--- src/hw/rtl/jsu_pkg.sv ---
`timescale 1ns / 1ps
// ----------------------------------------------------------------------------
// JSON string unescape package
// Shared widths, status codes, the request record passed from the parser to
// the output sequencer, and the length helpers.
// ----------------------------------------------------------------------------
package jsu_pkg;

  localparam int LENGTH_BITS  = 16;
  localparam int QUEUE_DEPTH  = 4;
  localparam int QPTR_BITS    = $clog2(QUEUE_DEPTH);
  localparam int QCNT_BITS    = $clog2(QUEUE_DEPTH + 1);

  localparam logic [LENGTH_BITS-1:0] LenMax = {LENGTH_BITS{1'b1}};

  // Result status codes.
  localparam logic [3:0] ST_RUNNING        = 4'd0;
  localparam logic [3:0] ST_COMPLETE       = 4'd1;
  localparam logic [3:0] ST_QUOTE_REQUIRED = 4'd2;
  localparam logic [3:0] ST_CONTROL_BYTE   = 4'd3;
  localparam logic [3:0] ST_ESC_TRUNC      = 4'd4;
  localparam logic [3:0] ST_ESC_INVALID    = 4'd5;
  localparam logic [3:0] ST_HEX_TRUNC      = 4'd6;
  localparam logic [3:0] ST_HEX_INVALID    = 4'd7;
  localparam logic [3:0] ST_SURR_INCOMPL   = 4'd8;
  localparam logic [3:0] ST_SURR_INVALID   = 4'd9;
  localparam logic [3:0] ST_BAD_UTF8       = 4'd10;
  localparam logic [3:0] ST_STR_TRUNC      = 4'd11;

  // One parsed input byte: up to four decoded bytes, or one status result.
  typedef struct packed {
    logic [3:0][7:0]         bytes;
    logic [2:0]              nbytes;
    logic                    has_status;
    logic [3:0]              status;
    logic [LENGTH_BITS-1:0]  base_len;
  } jsu_rec_t;

  function automatic logic [LENGTH_BITS-1:0] len_sat_add(
      input logic [LENGTH_BITS-1:0] base,
      input logic [2:0]             k);
    logic [LENGTH_BITS:0] s;
    s = {1'b0, base} + (LENGTH_BITS + 1)'(k);
    if (s > {1'b0, LenMax}) begin
      return LenMax;
    end
    return s[LENGTH_BITS-1:0];
  endfunction

  function automatic logic [15:0] len_show(input logic [LENGTH_BITS-1:0] c);
    logic [32:0] w;
    w = 33'(c);
    if (w > 33'h0FFFF) begin
      return 16'hFFFF;
    end
    return w[15:0];
  endfunction

endpackage

--- src/hw/rtl/json_string_unescape_top.sv ---
`timescale 1ns / 1ps
// ----------------------------------------------------------------------------
// JSON string unescape top level
// Decodes one JSON string from a byte stream into UTF-8 bytes with status.
// ----------------------------------------------------------------------------
// The parser takes one input request per cycle while the queue is not full
// and turns it into a record of zero to four decoded bytes or one status
// result. Records wait in a four-entry queue, and the output side sends one
// result per cycle unless the output is stalled, from the queue head
// through an output register. Input is stalled only while the queue is full,
// which happens when multi-byte results (up to four per input byte, from a
// \u escape or a completed raw UTF-8 sequence) arrive faster than the output
// drains them or the output is stalled. An end-of-input request reports any
// unfinished string and returns the parser to its reset state.
module json_string_unescape_top (
  input  logic         clk,
  input  logic         rst_n,
  input  logic         in_valid,
  output logic         in_stall,
  input  logic         in_opcode,
  input  logic [7:0]   in_in_byte,
  output logic         out_valid,
  input  logic         out_stall,
  output logic [7:0]   out_out_byte,
  output logic         out_byte_valid,
  output logic         out_last,
  output logic [3:0]   out_status,
  output logic [15:0]  out_decoded_length
);
  import jsu_pkg::*;

  logic      q_full;
  logic      q_empty;
  logic      q_push;
  logic      q_pop;
  jsu_rec_t  q_rec;
  jsu_rec_t  q_head;

  jsu_front u_front (
    .clk        (clk),
    .rst_n      (rst_n),
    .in_valid   (in_valid),
    .in_stall   (in_stall),
    .in_opcode  (in_opcode),
    .in_in_byte (in_in_byte),
    .q_full     (q_full),
    .q_push     (q_push),
    .q_rec      (q_rec)
  );

  jsu_queue u_queue (
    .clk      (clk),
    .rst_n    (rst_n),
    .push     (q_push),
    .push_rec (q_rec),
    .pop      (q_pop),
    .full     (q_full),
    .empty    (q_empty),
    .head     (q_head)
  );

  jsu_back u_back (
    .clk                (clk),
    .rst_n              (rst_n),
    .q_empty            (q_empty),
    .q_head             (q_head),
    .q_pop              (q_pop),
    .out_valid          (out_valid),
    .out_stall          (out_stall),
    .out_out_byte       (out_out_byte),
    .out_byte_valid     (out_byte_valid),
    .out_last           (out_last),
    .out_status         (out_status),
    .out_decoded_length (out_decoded_length)
  );

endmodule

--- src/hw/rtl/jsu_front.sv ---
`timescale 1ns / 1ps
// ----------------------------------------------------------------------------
// JSON string unescape parser
// Accepts one input request per cycle while the output queue is not full,
// parses it into one record of decoded bytes or a status for that queue.
// ----------------------------------------------------------------------------
module jsu_front (
  input  logic                clk,
  input  logic                rst_n,
  input  logic                in_valid,
  output logic                in_stall,
  input  logic                in_opcode,
  input  logic [7:0]          in_in_byte,
  input  logic                q_full,
  output logic                q_push,
  output jsu_pkg::jsu_rec_t   q_rec
);
  import jsu_pkg::*;

  localparam logic [3:0] PH_SEEK     = 4'd0;
  localparam logic [3:0] PH_TEXT     = 4'd1;
  localparam logic [3:0] PH_ESC      = 4'd2;
  localparam logic [3:0] PH_HEX1     = 4'd3;
  localparam logic [3:0] PH_HEX1_BAD = 4'd4;
  localparam logic [3:0] PH_WANT_BS  = 4'd5;
  localparam logic [3:0] PH_WANT_U   = 4'd6;
  localparam logic [3:0] PH_HEX2     = 4'd7;
  localparam logic [3:0] PH_UTF8     = 4'd8;
  localparam logic [3:0] PH_DONE     = 4'd9;
  localparam logic [3:0] PH_ERROR    = 4'd10;

  logic [3:0]             phase_r, phase_nxt;
  logic [15:0]            acc_r, acc_nxt;
  logic [1:0]             cnt_r, cnt_nxt;
  logic [9:0]             hs_r, hs_nxt;
  logic [1:0]             need_r, need_nxt;
  logic [1:0]             seen_r, seen_nxt;
  logic [LENGTH_BITS-1:0] len_r, len_nxt;
  logic [7:0]             held_r [3];
  logic                   held_we;
  logic [1:0]             held_idx;

  logic                   accept;
  logic [7:0]             b;
  logic [4:0]             hex;
  logic [15:0]            acc_sh;
  logic                   hex_bad;
  logic                   cp_emit;
  logic [20:0]            cp_val;
  jsu_rec_t               rec;

  // Bit 4 set means the byte is not a hex digit.
  function automatic logic [4:0] hex_val(input logic [7:0] c);
    if (c inside {[8'h30:8'h39]}) begin
      return {1'b0, 4'(c - 8'h30)};
    end else if (c inside {[8'h61:8'h66]}) begin
      return {1'b0, 4'(c - 8'h57)};
    end else if (c inside {[8'h41:8'h46]}) begin
      return {1'b0, 4'(c - 8'h37)};
    end
    return 5'h10;
  endfunction

  assign accept   = in_valid && !in_stall;
  assign in_stall = q_full;
  assign b        = in_in_byte;
  assign hex      = hex_val(in_in_byte);
  assign acc_sh   = {acc_r[11:0], hex[3:0]};
  assign q_push   = accept && (rec.has_status || (rec.nbytes != 3'd0));
  assign q_rec    = rec;

  always_comb begin
    phase_nxt    = phase_r;
    acc_nxt      = acc_r;
    cnt_nxt      = cnt_r;
    hs_nxt       = hs_r;
    need_nxt     = need_r;
    seen_nxt     = seen_r;
    held_we      = 1'b0;
    held_idx     = seen_r;
    cp_emit      = 1'b0;
    cp_val       = '0;
    hex_bad      = 1'b0;
    rec          = '0;
    rec.base_len = len_r;

    if (in_opcode) begin
      rec.has_status = 1'b1;
      case (phase_r)
        PH_SEEK:                 rec.status = ST_QUOTE_REQUIRED;
        PH_TEXT:                 rec.status = ST_STR_TRUNC;
        PH_ESC:                  rec.status = ST_ESC_TRUNC;
        PH_HEX1, PH_HEX1_BAD:    rec.status = ST_HEX_TRUNC;
        PH_WANT_BS, PH_WANT_U:   rec.status = ST_SURR_INCOMPL;
        PH_HEX2:                 rec.status = ST_SURR_INVALID;
        PH_UTF8:                 rec.status = ST_BAD_UTF8;
        default: begin
          rec.has_status = 1'b0;
          rec.status     = ST_RUNNING;
        end
      endcase
      phase_nxt = PH_SEEK;
      acc_nxt   = '0;
      cnt_nxt   = '0;
      hs_nxt    = '0;
      need_nxt  = '0;
      seen_nxt  = '0;
    end else begin
      case (phase_r)
        PH_SEEK: begin
          if (b inside {8'h20, 8'h09, 8'h0D, 8'h0A}) begin
            phase_nxt = PH_SEEK;
          end else if (b == 8'h22) begin
            phase_nxt = PH_TEXT;
          end else begin
            rec.has_status = 1'b1;
            rec.status     = ST_QUOTE_REQUIRED;
            phase_nxt      = PH_ERROR;
          end
        end
        PH_TEXT: begin
          if (b == 8'h22) begin
            rec.has_status = 1'b1;
            rec.status     = ST_COMPLETE;
            phase_nxt      = PH_DONE;
          end else if (b < 8'h20) begin
            rec.has_status = 1'b1;
            rec.status     = ST_CONTROL_BYTE;
            phase_nxt      = PH_ERROR;
          end else if (b == 8'h5C) begin
            phase_nxt = PH_ESC;
          end else if (b < 8'h80) begin
            rec.bytes[0] = b;
            rec.nbytes   = 3'd1;
          end else if (b inside {[8'hC2:8'hF4]}) begin
            if (b inside {[8'hC2:8'hDF]}) begin
              need_nxt = 2'd1;
            end else if (b inside {[8'hE0:8'hEF]}) begin
              need_nxt = 2'd2;
            end else begin
              need_nxt = 2'd3;
            end
            held_we   = 1'b1;
            held_idx  = 2'd0;
            seen_nxt  = 2'd1;
            phase_nxt = PH_UTF8;
          end else begin
            rec.has_status = 1'b1;
            rec.status     = ST_BAD_UTF8;
            phase_nxt      = PH_ERROR;
          end
        end
        PH_ESC: begin
          phase_nxt  = PH_TEXT;
          rec.nbytes = 3'd1;
          case (b)
            8'h22, 8'h5C, 8'h2F: rec.bytes[0] = b;
            8'h62:               rec.bytes[0] = 8'h08;
            8'h66:               rec.bytes[0] = 8'h0C;
            8'h6E:               rec.bytes[0] = 8'h0A;
            8'h72:               rec.bytes[0] = 8'h0D;
            8'h74:               rec.bytes[0] = 8'h09;
            8'h75: begin
              rec.nbytes = 3'd0;
              phase_nxt  = PH_HEX1;
              acc_nxt    = '0;
              cnt_nxt    = '0;
            end
            default: begin
              rec.nbytes     = 3'd0;
              rec.has_status = 1'b1;
              rec.status     = ST_ESC_INVALID;
              phase_nxt      = PH_ERROR;
            end
          endcase
        end
        PH_HEX1, PH_HEX1_BAD: begin
          hex_bad = (phase_r == PH_HEX1_BAD) || hex[4];
          acc_nxt = acc_sh;
          if (cnt_r != 2'd3) begin
            cnt_nxt   = cnt_r + 2'd1;
            phase_nxt = hex_bad ? PH_HEX1_BAD : PH_HEX1;
          end else begin
            cnt_nxt = '0;
            if (hex_bad) begin
              rec.has_status = 1'b1;
              rec.status     = ST_HEX_INVALID;
              phase_nxt      = PH_ERROR;
            end else if (acc_sh inside {[16'hD800:16'hDBFF]}) begin
              hs_nxt    = acc_sh[9:0];
              phase_nxt = PH_WANT_BS;
            end else if (acc_sh inside {[16'hDC00:16'hDFFF]}) begin
              rec.has_status = 1'b1;
              rec.status     = ST_SURR_INVALID;
              phase_nxt      = PH_ERROR;
            end else begin
              phase_nxt = PH_TEXT;
              cp_emit   = 1'b1;
              cp_val    = {5'd0, acc_sh};
            end
          end
        end
        PH_WANT_BS: begin
          if (b == 8'h5C) begin
            phase_nxt = PH_WANT_U;
          end else begin
            rec.has_status = 1'b1;
            rec.status     = ST_SURR_INCOMPL;
            phase_nxt      = PH_ERROR;
          end
        end
        PH_WANT_U: begin
          if (b == 8'h75) begin
            phase_nxt = PH_HEX2;
            acc_nxt   = '0;
            cnt_nxt   = '0;
          end else begin
            rec.has_status = 1'b1;
            rec.status     = ST_SURR_INCOMPL;
            phase_nxt      = PH_ERROR;
          end
        end
        PH_HEX2: begin
          if (hex[4]) begin
            rec.has_status = 1'b1;
            rec.status     = ST_SURR_INVALID;
            phase_nxt      = PH_ERROR;
          end else begin
            acc_nxt = acc_sh;
            if (cnt_r != 2'd3) begin
              cnt_nxt = cnt_r + 2'd1;
            end else begin
              cnt_nxt = '0;
              if (!(acc_sh inside {[16'hDC00:16'hDFFF]})) begin
                rec.has_status = 1'b1;
                rec.status     = ST_SURR_INVALID;
                phase_nxt      = PH_ERROR;
              end else begin
                phase_nxt = PH_TEXT;
                cp_emit   = 1'b1;
                cp_val    = 21'h10000 + {1'b0, hs_r, acc_sh[9:0]};
              end
            end
          end
        end
        PH_UTF8: begin
          if ((b & 8'hC0) != 8'h80) begin
            rec.has_status = 1'b1;
            rec.status     = ST_BAD_UTF8;
            phase_nxt      = PH_ERROR;
          end else if ((seen_r == 2'd1) &&
                       (((held_r[0] == 8'hE0) && (b < 8'hA0)) ||
                        ((held_r[0] == 8'hED) && (b >= 8'hA0)) ||
                        ((held_r[0] == 8'hF0) && (b < 8'h90)) ||
                        ((held_r[0] == 8'hF4) && (b >= 8'h90)))) begin
            rec.has_status = 1'b1;
            rec.status     = ST_BAD_UTF8;
            phase_nxt      = PH_ERROR;
          end else if (seen_r < need_r) begin
            held_we  = 1'b1;
            held_idx = seen_r;
            seen_nxt = seen_r + 2'd1;
          end else begin
            // The held bytes go out in order, followed by this byte.
            rec.bytes[0]      = held_r[0];
            rec.bytes[1]      = held_r[1];
            rec.bytes[2]      = held_r[2];
            rec.bytes[seen_r] = b;
            rec.nbytes        = {1'b0, seen_r} + 3'd1;
            seen_nxt          = '0;
            need_nxt          = '0;
            phase_nxt         = PH_TEXT;
          end
        end
        default: begin
          phase_nxt = phase_r;
        end
      endcase
    end

    if (cp_emit) begin
      if (cp_val <= 21'h7F) begin
        rec.bytes[0] = cp_val[7:0];
        rec.nbytes   = 3'd1;
      end else if (cp_val <= 21'h7FF) begin
        rec.bytes[0] = {3'b110, cp_val[10:6]};
        rec.bytes[1] = {2'b10, cp_val[5:0]};
        rec.nbytes   = 3'd2;
      end else if (cp_val <= 21'hFFFF) begin
        rec.bytes[0] = {4'b1110, cp_val[15:12]};
        rec.bytes[1] = {2'b10, cp_val[11:6]};
        rec.bytes[2] = {2'b10, cp_val[5:0]};
        rec.nbytes   = 3'd3;
      end else begin
        rec.bytes[0] = {5'b11110, cp_val[20:18]};
        rec.bytes[1] = {2'b10, cp_val[17:12]};
        rec.bytes[2] = {2'b10, cp_val[11:6]};
        rec.bytes[3] = {2'b10, cp_val[5:0]};
        rec.nbytes   = 3'd4;
      end
    end

    len_nxt = in_opcode ? '0 : len_sat_add(len_r, rec.nbytes);
  end

  always_ff @(posedge clk) begin
    if (!rst_n) begin
      phase_r <= PH_SEEK;
      acc_r   <= '0;
      cnt_r   <= '0;
      hs_r    <= '0;
      need_r  <= '0;
      seen_r  <= '0;
      len_r   <= '0;
    end else if (accept) begin
      phase_r <= phase_nxt;
      acc_r   <= acc_nxt;
      cnt_r   <= cnt_nxt;
      hs_r    <= hs_nxt;
      need_r  <= need_nxt;
      seen_r  <= seen_nxt;
      len_r   <= len_nxt;
    end
  end

  always_ff @(posedge clk) begin
    if (accept && held_we) begin
      held_r[held_idx] <= b;
    end
  end

endmodule

--- src/hw/rtl/jsu_queue.sv ---
`timescale 1ns / 1ps
// ----------------------------------------------------------------------------
// JSON string unescape record queue
// Small register FIFO of parser records between the parser and the output
// sequencer.
// ----------------------------------------------------------------------------
module jsu_queue (
  input  logic                clk,
  input  logic                rst_n,
  input  logic                push,
  input  jsu_pkg::jsu_rec_t   push_rec,
  input  logic                pop,
  output logic                full,
  output logic                empty,
  output jsu_pkg::jsu_rec_t   head
);
  import jsu_pkg::*;

  jsu_rec_t               mem_r [QUEUE_DEPTH];
  logic [QPTR_BITS-1:0]   wr_ptr_r;
  logic [QPTR_BITS-1:0]   rd_ptr_r;
  logic [QCNT_BITS-1:0]   cnt_r;

  assign full  = (cnt_r == QCNT_BITS'(QUEUE_DEPTH));
  assign empty = (cnt_r == '0);
  assign head  = mem_r[rd_ptr_r];

  always_ff @(posedge clk) begin
    if (!rst_n) begin
      wr_ptr_r <= '0;
      rd_ptr_r <= '0;
      cnt_r    <= '0;
    end else begin
      if (push) begin
        wr_ptr_r <= (wr_ptr_r == QPTR_BITS'(QUEUE_DEPTH - 1)) ? '0 : wr_ptr_r + 1'b1;
      end
      if (pop) begin
        rd_ptr_r <= (rd_ptr_r == QPTR_BITS'(QUEUE_DEPTH - 1)) ? '0 : rd_ptr_r + 1'b1;
      end
      if (push && !pop) begin
        cnt_r <= cnt_r + 1'b1;
      end else if (pop && !push) begin
        cnt_r <= cnt_r - 1'b1;
      end
    end
  end

  always_ff @(posedge clk) begin
    if (push) begin
      mem_r[wr_ptr_r] <= push_rec;
    end
  end

endmodule

--- src/hw/rtl/jsu_back.sv ---
`timescale 1ns / 1ps
// ----------------------------------------------------------------------------
// JSON string unescape output sequencer
// Walks the queue head record into the output register one result per
// cycle unless the output stalls, and pops it after its last result.
// ----------------------------------------------------------------------------
module jsu_back (
  input  logic                clk,
  input  logic                rst_n,
  input  logic                q_empty,
  input  jsu_pkg::jsu_rec_t   q_head,
  output logic                q_pop,
  output logic                out_valid,
  input  logic                out_stall,
  output logic [7:0]          out_out_byte,
  output logic                out_byte_valid,
  output logic                out_last,
  output logic [3:0]          out_status,
  output logic [15:0]         out_decoded_length
);
  import jsu_pkg::*;

  logic [2:0]   idx_r;
  logic         valid_r;
  logic [7:0]   byte_r;
  logic         bvalid_r;
  logic         last_r;
  logic [3:0]   status_r;
  logic [15:0]  len_r;

  logic         load;
  logic [2:0]   total;
  logic         is_byte;
  logic         is_last;

  assign total   = q_head.nbytes + {2'b00, q_head.has_status};
  assign is_byte = (idx_r < q_head.nbytes);
  assign is_last = (idx_r == total - 3'd1);
  assign load    = !q_empty && (!valid_r || !out_stall);
  assign q_pop   = load && is_last;

  always_ff @(posedge clk) begin
    if (!rst_n) begin
      valid_r <= 1'b0;
      idx_r   <= '0;
    end else begin
      if (load) begin
        valid_r <= 1'b1;
        idx_r   <= is_last ? 3'd0 : idx_r + 3'd1;
      end else if (!out_stall) begin
        valid_r <= 1'b0;
      end
    end
  end

  always_ff @(posedge clk) begin
    if (load) begin
      last_r <= is_last;
      if (is_byte) begin
        byte_r   <= q_head.bytes[idx_r[1:0]];
        bvalid_r <= 1'b1;
        status_r <= ST_RUNNING;
        len_r    <= len_show(len_sat_add(q_head.base_len, idx_r + 3'd1));
      end else begin
        byte_r   <= 8'h00;
        bvalid_r <= 1'b0;
        status_r <= q_head.status;
        len_r    <= len_show(q_head.base_len);
      end
    end
  end

  assign out_valid          = valid_r;
  assign out_out_byte       = byte_r;
  assign out_byte_valid     = bvalid_r;
  assign out_last           = last_r;
  assign out_status         = status_r;
  assign out_decoded_length = len_r;

endmodule
--- config.mk ---
export PLATFORM = sky130hd
export DESIGN_NAME = json_string_unescape_top
export DESIGN_NICKNAME = d
export VERILOG_FILES = /design/src/hw/rtl/jsu_pkg.sv /design/src/hw/rtl/json_string_unescape_top.sv /design/src/hw/rtl/jsu_front.sv /design/src/hw/rtl/jsu_queue.sv /design/src/hw/rtl/jsu_back.sv
export SDC_FILE = /design/constraint.sdc
export NUM_CORES = 1
export LEC_CHECK = 0
export BUFFER_PORTS_ARGS = -buffer_cell sky130_fd_sc_hd__buf_2
export CAP_MARGIN = 20
export CORE_MARGIN = 2
export CORE_UTILIZATION = 44
export DETAILED_ROUTE_END_ITERATION = 16
export HOLD_SLACK_MARGIN = 0.03
export SKIP_LAST_GASP = 1
export SLEW_MARGIN = 30
export SYNTH_ARGS = -nofsm -noshare
export SYNTH_HDL_FRONTEND = slang
export SYNTH_SLANG_ARGS = --single-unit
--- constraint.sdc ---
create_clock -name clk -period 5.3 [get_ports clk]
set_clock_uncertainty 0.2 [all_clocks]
set_input_delay 0.265 -clock clk [delete_from_list [all_inputs] [get_ports clk]]
set_output_delay 0.265 -clock clk [all_outputs]
set_load 0.1 [all_outputs]
==> implementation parameters <==
Parameter                              Value

STA
  Highest achievable clock rate    203 MHz
  RSZ-0062 raised after global routing    false
  Hold Worst Slack    0.0705 ns
  Sum Neg Setup Slack    0 ns
  Final count of hold timing violations    0
  Pins over their slew limit    0
  Crit share post-route    0.929
  Tightest Pin Transition    0.906 ns
  Shortest clock period the worst path allows after layout    4.92 ns
  Headroom to the max-slew limit    0.388
  Final number of setup-violating endpoints    0

Global routing
  Pin count of the biggest net entering global routing    62
  Aggregate global routing overflow    0
  Number of global-route vias before repair    10600
  Number of antenna violations at the first check in global routing    1
  Overall routing resource usage    0.215
  Wire length of the first global-routing pass    63000 um

Placement
  HPWL after detailed placement    28600 um
  Number of input and output port buffers inserted    44
  Standard cell area after detailed placement    17300 um2
  Gp weighted congestion    0.916

Clock tree
  Number of buffers between clock root and the deepest sink    3
  Clock network latency to the later pin of the worst-skew pair    0.53 ns
  Library cell used as clock root buffer    sky130_fd_sc_hd__clkbuf_16
  Number of levels in the clock H-tree    2
  Clock buffers created by TritonCTS    39
  Clock-pin slew reported for the worst setup and hold paths after clock tree synthesis    0.06 ns
  Number of clock sinks    339
  Clock tree from TritonCTS    done

Routing
  Overall routed net length    40800 um
  Drt first pass iters    6
  Number of antenna-violating nets in the routed design    0
  Residual DRC    0
  Initial DRC Count    974
  Routed via count    10700
  Detail-routed net length per standard cell    22.2 um
  Vias per inst    5.83

Setup path
  Crit path kind    primary input to flop
  Crit path capture type    flop
  Worst endpoint data arrival time    5.15 ns
  Reg2Reg Capture Point    u_front.len_r[8]$_SDFFE_PN0P_
  Worst Reg-to-Reg Cells    17
  Critical Path Start Type    primary input
  Required time of the critical path    5.52 ns
  Highest fanout seen on the critical path    15
  FF-to-FF setup slack    0.50 ns
  Startpoint of the most critical register-to-register path    u_front.phase_r[0]$_SDFFE_PN0P_

Cells and area
  Area growth syn-to-layout    15.4%
  Leading cell types in the layout, fill and taps excluded    sky130_fd_sc_hd__edfxtp_1, sky130_fd_sc_hd__nand2_1, sky130_fd_sc_hd__nor2_1
  Inserted Diodes    0
  Final design area excluding fillers    18700 um2
  Final nets    1386
  Share of final-layout standard cells stronger than drive strength 1    0.202
  Leading cell type in the layout, fill and taps excluded    sky130_fd_sc_hd__edfxtp_1

Synthesis
  Number of standard cells after synthesis    1248
  Post-Synth Adder-Cell Area    0.0260
  Most frequently used flop master after synthesis    sky130_fd_sc_hd__edfxtp_1
  Largest family of logic cells by synthesized area    simple AND/OR/NAND/NOR gates
  Post-synthesis share of cell area spent on xor and xnor gates    0.0108
  Fraction of synthesized area in multiplexers    0.106
  Synthesis warning total    0
  Mean area per synthesized cell    13.0 um2
  Synthesized-area fraction occupied by ao, oa, aoi and oai cells    0.116
  Synth Area in Simple Gates    0.124
  Number of synthesized register bits    339
  Share of synthesized registers carrying an async set or reset    0
  Netlist area before placement    16200 um2
  Post-synth cell types    93
  Part of the Yosys area used for sequential elements    0.589
  Post-synth EDFFs    278

Min path
  Hold Path Class    primary input to flop
  Hold Path Stages    2
  Worst hold path startpoint    rst_n
  WHS Endpoint    u_back.out_valid$_SDFFE_PN0P_

Floorplan
  Floorplan die height    196 um
  Die W    196 um
  Number of core rows    70
  Boundary pin count    45
  Initial core utilization    0.445
  Core footprint    36500 um2
  Die footprint    38500 um2

Pwr
  Peak ir drop on the vdd network    235 uV
  Power density relative to cell area    480 nW/um2
  Leakage power    6.44 nW

Run status
  Outcome    completed

Flow run
  Max-cap violation count    0
through the flow:
step / utilization / power, mW / worst slack, ns / instances
after detailed placement: 0.475 / 6.48 / 0.144 / 1756
final: 0.513 / 9.00 / 0.375 / 1838
after global placement: 0.475 / 6.44 / 0.234 / 1756
after global routing: 0.513 / 9.41 / 0.0355 / 1838
after floorplan: - / 5.80 / 0.240 / 1251
after CTS: 0.512 / 9.11 / 0.131 / 1836
cells in the mapped netlist (7+ instances only):
cell | instances | share of area
sky130_fd_sc_hd__a211oi_1 | 9 | 0.0042
sky130_fd_sc_hd__a21boi_0 | 18 | 0.0083
sky130_fd_sc_hd__a21o_1 | 8 | 0.0037
sky130_fd_sc_hd__a21oi_1 | 67 | 0.021
sky130_fd_sc_hd__a221o_1 | 9 | 0.0055
sky130_fd_sc_hd__a22oi_1 | 13 | 0.0060
sky130_fd_sc_hd__a31oi_1 | 9 | 0.0035
sky130_fd_sc_hd__and2_1 | 19 | 0.0073
sky130_fd_sc_hd__and3_1 | 15 | 0.0058
sky130_fd_sc_hd__buf_2 | 13 | 0.0040
sky130_fd_sc_hd__clkbuf_1 | 44 | 0.010
sky130_fd_sc_hd__dfxtp_1 | 61 | 0.075
sky130_fd_sc_hd__edfxtp_1 | 278 | 0.51
sky130_fd_sc_hd__ha_1 | 29 | 0.022
sky130_fd_sc_hd__inv_1 | 35 | 0.0081
sky130_fd_sc_hd__mux2i_1 | 23 | 0.014
sky130_fd_sc_hd__mux4_2 | 64 | 0.089
sky130_fd_sc_hd__nand2_1 | 113 | 0.026
sky130_fd_sc_hd__nand3_1 | 31 | 0.0096
sky130_fd_sc_hd__nand3b_1 | 7 | 0.0032
sky130_fd_sc_hd__nand4_1 | 7 | 0.0027
sky130_fd_sc_hd__nor2_1 | 70 | 0.016
sky130_fd_sc_hd__nor2b_1 | 40 | 0.015
sky130_fd_sc_hd__nor3_1 | 29 | 0.0089
sky130_fd_sc_hd__nor3b_1 | 7 | 0.0032
sky130_fd_sc_hd__nor4_1 | 8 | 0.0031
sky130_fd_sc_hd__o211ai_1 | 10 | 0.0046
sky130_fd_sc_hd__o21ai_0 | 44 | 0.014
sky130_fd_sc_hd__o221a_2 | 8 | 0.0055
sky130_fd_sc_hd__o22ai_1 | 7 | 0.0027
sky130_fd_sc_hd__xnor2_1 | 9 | 0.0049
sky130_fd_sc_hd__xor2_1 | 11 | 0.0059
power by group:
part,internal [mW],switching (mW)
Combinational,0.911,1.95
Sequential,3.36,0.167
Clock,1.54,1.08
how the worst max path moves through the flow:
| stage | start | cells after the start | endpoint | slack (ns) |
|---|---|---|---|---|
| after floorplan | u_queue.cnt_r[0]$_SDFFE_PN0P_ | 6 | u_queue.mem_r[0][0]$_DFFE_PP_ | 0.24 |
| after global placement | in_in_byte[0] | 20 | u_front.len_r[6]$_SDFFE_PN0P_ | 0.23 |
| after detailed placement | in_in_byte[0] | 20 | u_front.len_r[8]$_SDFFE_PN0P_ | 0.14 |
| after CTS | in_in_byte[0] | 21 | u_front.len_r[11]$_SDFFE_PN0P_ | 0.13 |
| after global routing | in_in_byte[1] | 22 | u_front.len_r[6]$_SDFFE_PN0P_ | 0.04 |
| final | in_in_byte[1] | 22 | u_front.len_r[8]$_SDFFE_PN0P_ | 0.38 |
worst max-delay path, cell delays in order:
cell and delay (ns):
sky130_fd_sc_hd__dlygate4sd3_1 0.53, sky130_fd_sc_hd__buf_2 0.15, sky130_fd_sc_hd__inv_1 0.15, sky130_fd_sc_hd__ha_2 0.27
sky130_fd_sc_hd__o21bai_1 0.12, sky130_fd_sc_hd__a2111o_1 0.49, sky130_fd_sc_hd__a21boi_4 0.24, sky130_fd_sc_hd__and2_4 0.20
sky130_fd_sc_hd__nand2_1 0.06, sky130_fd_sc_hd__a31o_1 0.21, sky130_fd_sc_hd__o21ai_0 0.16, sky130_fd_sc_hd__nand2_1 0.15
sky130_fd_sc_hd__ha_1 0.27, sky130_fd_sc_hd__fa_1 0.42, sky130_fd_sc_hd__a21oi_2 0.20, sky130_fd_sc_hd__nor2_1 0.09
sky130_fd_sc_hd__and4_1 0.24, sky130_fd_sc_hd__and3_1 0.23, sky130_fd_sc_hd__nand2_1 0.15, sky130_fd_sc_hd__buf_6 0.18
sky130_fd_sc_hd__a31oi_1 0.10, sky130_fd_sc_hd__o221a_2 0.25
sequential cells by signal, indices dropped and copies added (netlist names), named ones only:
| name | cells |
|---|---|
| u_queue.wr_ptr_r | 2 |
| u_front.cnt_r | 2 |
| u_front.phase_r | 4 |
| u_front.acc_r | 12 |
| u_back.out_last | 1 |
| u_back.out_out_byte | 8 |
| u_front.seen_r | 2 |
| u_queue.mem_r | 224 |
| u_queue.cnt_r | 3 |
| u_back.out_decoded_length | 16 |
| u_front.held_r | 24 |
| u_queue.rd_ptr_r | 2 |
| u_back.idx_r | 3 |
| u_front.hs_r | 10 |
| u_back.out_valid | 1 |
| u_back.out_byte_valid | 1 |
| u_front.len_r | 16 |
| u_front.need_r | 2 |
| u_back.out_status | 4 |
routing by layer:
| metal | global-route usage | routed length (um) | vias up | part of all wire |
|---|---|---|---|---|
| met1 | 0.303 | 18400 | 5326 | 0.45 |
| li1 | - | - | 5022 | - |
| met3 | 0.0320 | 2220 | 89 | 0.054 |
| met5 | 0 | 0 | - | 0 |
| met4 | 0.0816 | 1460 | 0 | 0.036 |
| met2 | 0.337 | 18700 | 273 | 0.46 |
final cells by class:
class | instances | area, um2
Inverter | 36 | 135
Fill cell | 3128 | 17800
Clock buffer | 44 | 1020
Tap cell | 468 | 586
Multi-Input combinational cell | 807 | 6280
Clock inverter | 26 | 235
Sequential cell | 339 | 9570
Timing Repair Buffer | 118 | 907
logic make-up after synthesis:
family                   after synthesis
adder cells (fa/ha/maj)               32
flip-flops                           339
other                                  1
XOR/XNOR                              20
buffers and inverters                105
AND/OR/NAND/NOR                      389
multiplexers                          92
AO/OA/AOI/OAI                        270
timing repair:
action | 4_1_cts | 5_1_grt
endpoints found under the hold margin | 23 | 0
resized for setup | 0 | 7
endpoints found under the setup margin | 0 | 13
hold buffers | 10 | 0
setup buffers | 0 | 2
Note: power is estimated with default switching activity, not from simulation.
